## src/design/idl_pkg.sv

```systemverilog
// Shared constants and types for the indexed insert/delete list.
// Used by idl_cell and indexed_insert_delete_list_core; depends on nothing.
package idl_pkg;

   localparam int CAPACITY   = 128;
   localparam int WORD_W     = 32;
   localparam int POS_W      = 8;
   localparam int COUNT_W    = 8;
   localparam int STATUS_W   = 2;
   localparam int LEN_W      = $clog2(CAPACITY + 1);
   localparam int CMP_W      = (LEN_W > POS_W) ? LEN_W : POS_W;
   localparam int GROUP_SIZE = 16;
   localparam int GROUPS     = (CAPACITY + GROUP_SIZE - 1) / GROUP_SIZE;

   localparam logic [STATUS_W-1:0] ST_DONE  = 2'd0;
   localparam logic [STATUS_W-1:0] ST_RANGE = 2'd1;
   localparam logic [STATUS_W-1:0] ST_FULL  = 2'd2;

   localparam logic MODE_INSERT = 1'b0;
   localparam logic MODE_DELETE = 1'b1;

   // Operation broadcast to every cell of the row.
   typedef struct packed {
      logic              ins;
      logic              del;
      logic [CMP_W-1:0]  pos;
      logic [WORD_W-1:0] value;
   } idl_op_type;

endpackage

```

## src/design/idl_cell.sv

```systemverilog
// One storage cell of the list row: holds a single entry and trades it with its neighbors.
// Depends on idl_pkg.
module idl_cell (
   input  logic                      clock,
   input  idl_pkg::idl_op_type       op,
   input  logic [idl_pkg::CMP_W-1:0] index,
   input  logic [idl_pkg::WORD_W-1:0] left_data,
   input  logic [idl_pkg::WORD_W-1:0] right_data,
   output logic [idl_pkg::WORD_W-1:0] data_out,
   output logic [idl_pkg::WORD_W-1:0] pick_out
);
   import idl_pkg::*;

   logic [WORD_W-1:0] data_ff;
   logic [WORD_W-1:0] data_in;
   logic              at_pos;
   logic              past_pos;

   always_comb begin
      at_pos   = (index == op.pos);
      past_pos = (index > op.pos);
      data_in  = data_ff;
      if (op.ins) begin
         if (at_pos) begin
            data_in = op.value;
         end else if (past_pos) begin
            data_in = left_data;
         end
      end else if (op.del && (at_pos || past_pos)) begin
         data_in = right_data;
      end
   end

   always_ff @(posedge clock) begin
      data_ff <= data_in;
   end

   assign data_out = data_ff;
   assign pick_out = at_pos ? data_ff : '0;

endmodule

```

## config.mk

```make
export PLATFORM = sky130hd
export DESIGN_NAME = idl_cell
export DESIGN_NICKNAME = d
export VERILOG_FILES = /design/src/design/idl_pkg.sv /design/src/design/idl_cell.sv
export SDC_FILE = /design/constraint.sdc
export NUM_CORES = 1
export LEC_CHECK = 0
export BUFFER_PORTS_ARGS = -buffer_cell sky130_fd_sc_hd__buf_4
export CAP_MARGIN = 20
export CORE_UTILIZATION = 35
export DETAILED_ROUTE_END_ITERATION = 10
export GPL_ROUTABILITY_DRIVEN = 0
export PLACE_DENSITY = 0.86
export SLEW_MARGIN = 20
export SYNTH_ARGS = -nofsm -noshare
export SYNTH_HDL_FRONTEND = slang
export SYNTH_SLANG_ARGS = --single-unit
export TNS_END_PERCENT = 100
```

## constraint.sdc

```tcl
create_clock -name clock -period 2 [get_ports clock]
set_input_delay 0.1 -clock clock [delete_from_list [all_inputs] [get_ports clock]]
set_output_delay 0.1 -clock clock [all_outputs]
set_load 0.005 [all_outputs]
```

After elaboration in Yosys (flattened, before gate mapping) --
Index checks and enable logic that the tools add are counted.
Storage, ports and cells: bits in registers 32, latch bits 0, bits in writable memories 0, bits in read-only memories 0, input port bits 115, output and inout bits 64, logic and storage cells 13, memories kept 0
Operators by class: add/sub/neg operators 0, multiply operators 0, div/mod/pow operators 0, order comparisons 1, equal/unequal tests 2, shifts and indexed selects 0, muxes and demuxes 5, bitwise gates (word level) 0, reduce and logical (&&, ||, !) cells 4
Operator list (number):
- $mux W32 | 5
- $eq A8 B8 Y1 | 1
- $gt A8 B8 Y1 | 1
- $ne A3 B1 Y1 const B | 1
- $reduce_and A2 Y1 | 1
- $reduce_bool A2 Y1 | 1
- $logic_and A1 B1 Y1 | 1
- $logic_or A1 B1 Y1 | 1

Depth between registers and ports, before layout --
depth in word-level cells 5, gate-level depth with buffers 7, depth with buffers taken out 6

Worst setup path after synthesis --
No wires, ideal clock.
path type input port to flip-flop, from input port op[37] (netlist name), to register data_ff[0], in the netlist data_out[0], enable pin, setup time 0.391 ns, data arrival time 1.600 ns, data required time 1.609 ns, setup slack 0.009 ns, cell stages on the path 5, path buffers 0, cells stage by stage inv_1 > ha_1 > nand4_4 > nor3_1 > o22a_1
Between the ends: cells in the longest elaborated chain, start to end 5, elaborated cells on any way between the ends 7, those cells by class order compare (1); eq/ne (2); reduce/logical (4)
Ends and longest elaborated chain:
- start, declared | RTL line idl_cell.sv:5 | input idl_pkg::idl_op_type op,
- $gt A8 B8 Y1 or $eq A8 B8 Y1 (tied branches) | RTL line idl_cell.sv:21, idl_cell.sv:20
- $logic_or A1 B1 Y1 | RTL line idl_cell.sv:29 | end else if (op.del && (at_pos || past_pos)) begin
- $logic_and A1 B1 Y1 | RTL line idl_cell.sv:29
- $reduce_bool A2 Y1 (no source line)
- $reduce_and A2 Y1 (no source line) *
- end signal, assigned | RTL line idl_cell.sv:35 | data_ff <= data_in;
- end, declared | RTL line idl_cell.sv:14 | logic [WORD_W-1:0] data_ff;
Mark *: on every way between the ends. The rest lies on a longest branch, timed or not. A chain may end at the register's enable or synchronous reset.

Final worst setup path --
from input port op[32] (netlist name), to register data_ff[13], in the netlist data_out[13], enable pin
Same word-level chain as after synthesis.

==> qor.txt <==
Status: complete, no violations
Syn. warnings: 0
Cell accounting for the most synthesized area: edfxtp_1
PwrDens: 524.4 nW/um^2
Slew margin rel.: 73.11%
Slew Limit Fails: 0
Req. time, crit path: 2.01 ns
Core area: 5642 um^2
First-iteration detailed-routing DRC count: 64
Full die area: 6319 um^2
Clk buf depth: 2
Final setup TNS: 0 ns
Netlist cell types: 19
Rows: 27
Fin. Hold Viols: 0
DR vias/cell: 4.695
Post-synthesis instance total: 202
Number of synthesized flops with an enable pin: 32
Mapped Area: 2102 um^2
Area Overhead vs Synth: 70.12%
Via count: 2,122
Total clock buffers created by CTS: 5
GR Overflow Total: 0
Drt total wl: 5.951 mm
Initial Util: 37.26%
Htree depth: 2
Worst IR Drop VDD: 0.4136 mV
All-layer global routing usage: 18.64%
Seq cells post-synth: 32
Vias in the first global route: 2,070
First-pass GRT wire length: 8.990 mm
Post-route ant nets: 0
RSZ-0062 raised after global routing: false
Worst EP arrival: 1.60 ns
Post-synth top cells: a21oi_1 (34), nor2_1 (33), and2_1 (32), edfxtp_1 (32), mux2i_1 (32)
Largest net degree at the start of global routing: 39
Tcrit/Tclk final: 79.34%
Nets: 502
Post-CTS sizing: 0
Inserted Diodes: 0
Layout Utilization: 63.38%
# DRC: 0
Reg clk slew, reported paths: 0.07 ns
WL/cell: 13.17 um
Post-CTS Setup Bufs: 0
Leak: 1.676 nW
Detail Placement HPWL: 4.884 mm
Die Y: 79.50 um
Initial DRT Pass Iterations: 4
Tightest Pin Transition: 0.3932 ns
Count leader, synth: a21oi_1
Largest cells by area after synthesis: edfxtp_1 (46%), mux2i_1 (15%), and2_1 (9.5%)
CP endpoint kind: flip-flop
Startpoint types: primary input
Synth top area share: 45.71%
CTS Root Buffer Type: clkbuf_8
Min-delay worst type: in -> reg
I/O Buffers: 178
Ys async rst share: 0%
Largest register FFs: 32
Post-Syn Nets: 325
Share of cells above drive strength 1: 50.79%
Achievable Freq: 630.2 MHz
Clock period minus worst slack: 1.587 ns
Hold Slack: 0.1410 ns
Mapped Avg Cell Area: 10.41 um^2
Critical path class: in -> reg
CTS sink cnt: 32
Initial antenna violation count: 0
Die Wd: 79.50 um
Sequential share of the synthesized area: 45.71%
Setup-failing EPs final: 0
CTS tree: done
Main synth FF type: edfxtp_1
Max cap viols: 0
Crit Path Max Fanout: 17
IO Count: 179
Cts hold-fix bufs: 0
## cell type report
class	instances	area, um^2
Clock buffer	5	68.82
Clock inverter	3	13.76
Fill cell	475	2066
Inverter	8	30.03
Multi-Input combinational cell	149	1013
Sequential cell	32	960.9
Tap cell	72	90.09
Timing Repair Buffer	183	1399
## report_power, final
group          switching [mW]  internal, mW  total, mW
registers              0.0501         0.859      0.910
clock network           0.227         0.236      0.463
logic                   0.188         0.315      0.503
## placed cells by master (no fill, tap or decap)
cell	n
mux2i_1	32
nand4_4	1
nand2_1	1
nor2_8	1
o21a_1	1
ha_1	8
buf_12	2
clkinv_1	1
nand2b_1	1
nor2_1	33
and2_1	32
buf_4	181
o22a_1	1
clkinv_2	2
o21ai_0	1
clkbuf_8	5
a2111oi_0	1
nor3_1	1
edfxtp_1	32
nand4_2	1
a21oi_1	34
inv_1	8
## worst max-delay path: stages
cell	delay, ns
buf_4	0.11
ha_1	0.31
nand2b_1	0.14
a2111oi_0	0.43
nor3_1	0.10
o22a_1	0.19
buf_4	0.22
## kinds of logic after synthesis
kind of cell / share of synthesized area (%)
AND/OR/NAND/NOR: 18.69
flip-flops: 45.71
adder cells (fa/ha/maj): 4.762
AO/OA/AOI/OAI: 9.524
buffers and inverters: 6.072
multiplexers: 15.24
## metrics by stage
step / cell area [um^2] / total power, mW / cells / setup slack, ns
2_1_floorplan: 2102 / 1.065 / 202 / 0.009334
3_3_place_gp: 3493 / 1.411 / 444 / 0.2079
3_5_place_dp: 3493 / 1.432 / 444 / 0.1497
4_1_cts: 3576 / 1.896 / 452 / 0.4246
5_1_grt: 3576 / 1.987 / 452 / 0.2794
6_report: 3576 / 1.875 / 452 / 0.4133
## worst paths after layout
path / endpoint / slack, ns / depth (start not counted) / startpoint
setup / recovery: data_out[13]$_DFFE_PP_ / 0.41 / 7 / op[32]
hold / removal: data_out[5]$_DFFE_PP_ / 0.14 / 3 / right_data[5]
## routing by layer
layer	wire length [um]	global-route usage, %	vias to the layer above	part of all wire [%]
met1	1986	18.15	937	33
met3	541	5.714	12	9.1
met5	0	0	-	0
li1	-	-	1066	-
met2	3308	36.58	107	56
met4	114	6.000	0	1.9
No activity file was read; power rests on OpenSTA's default activity.
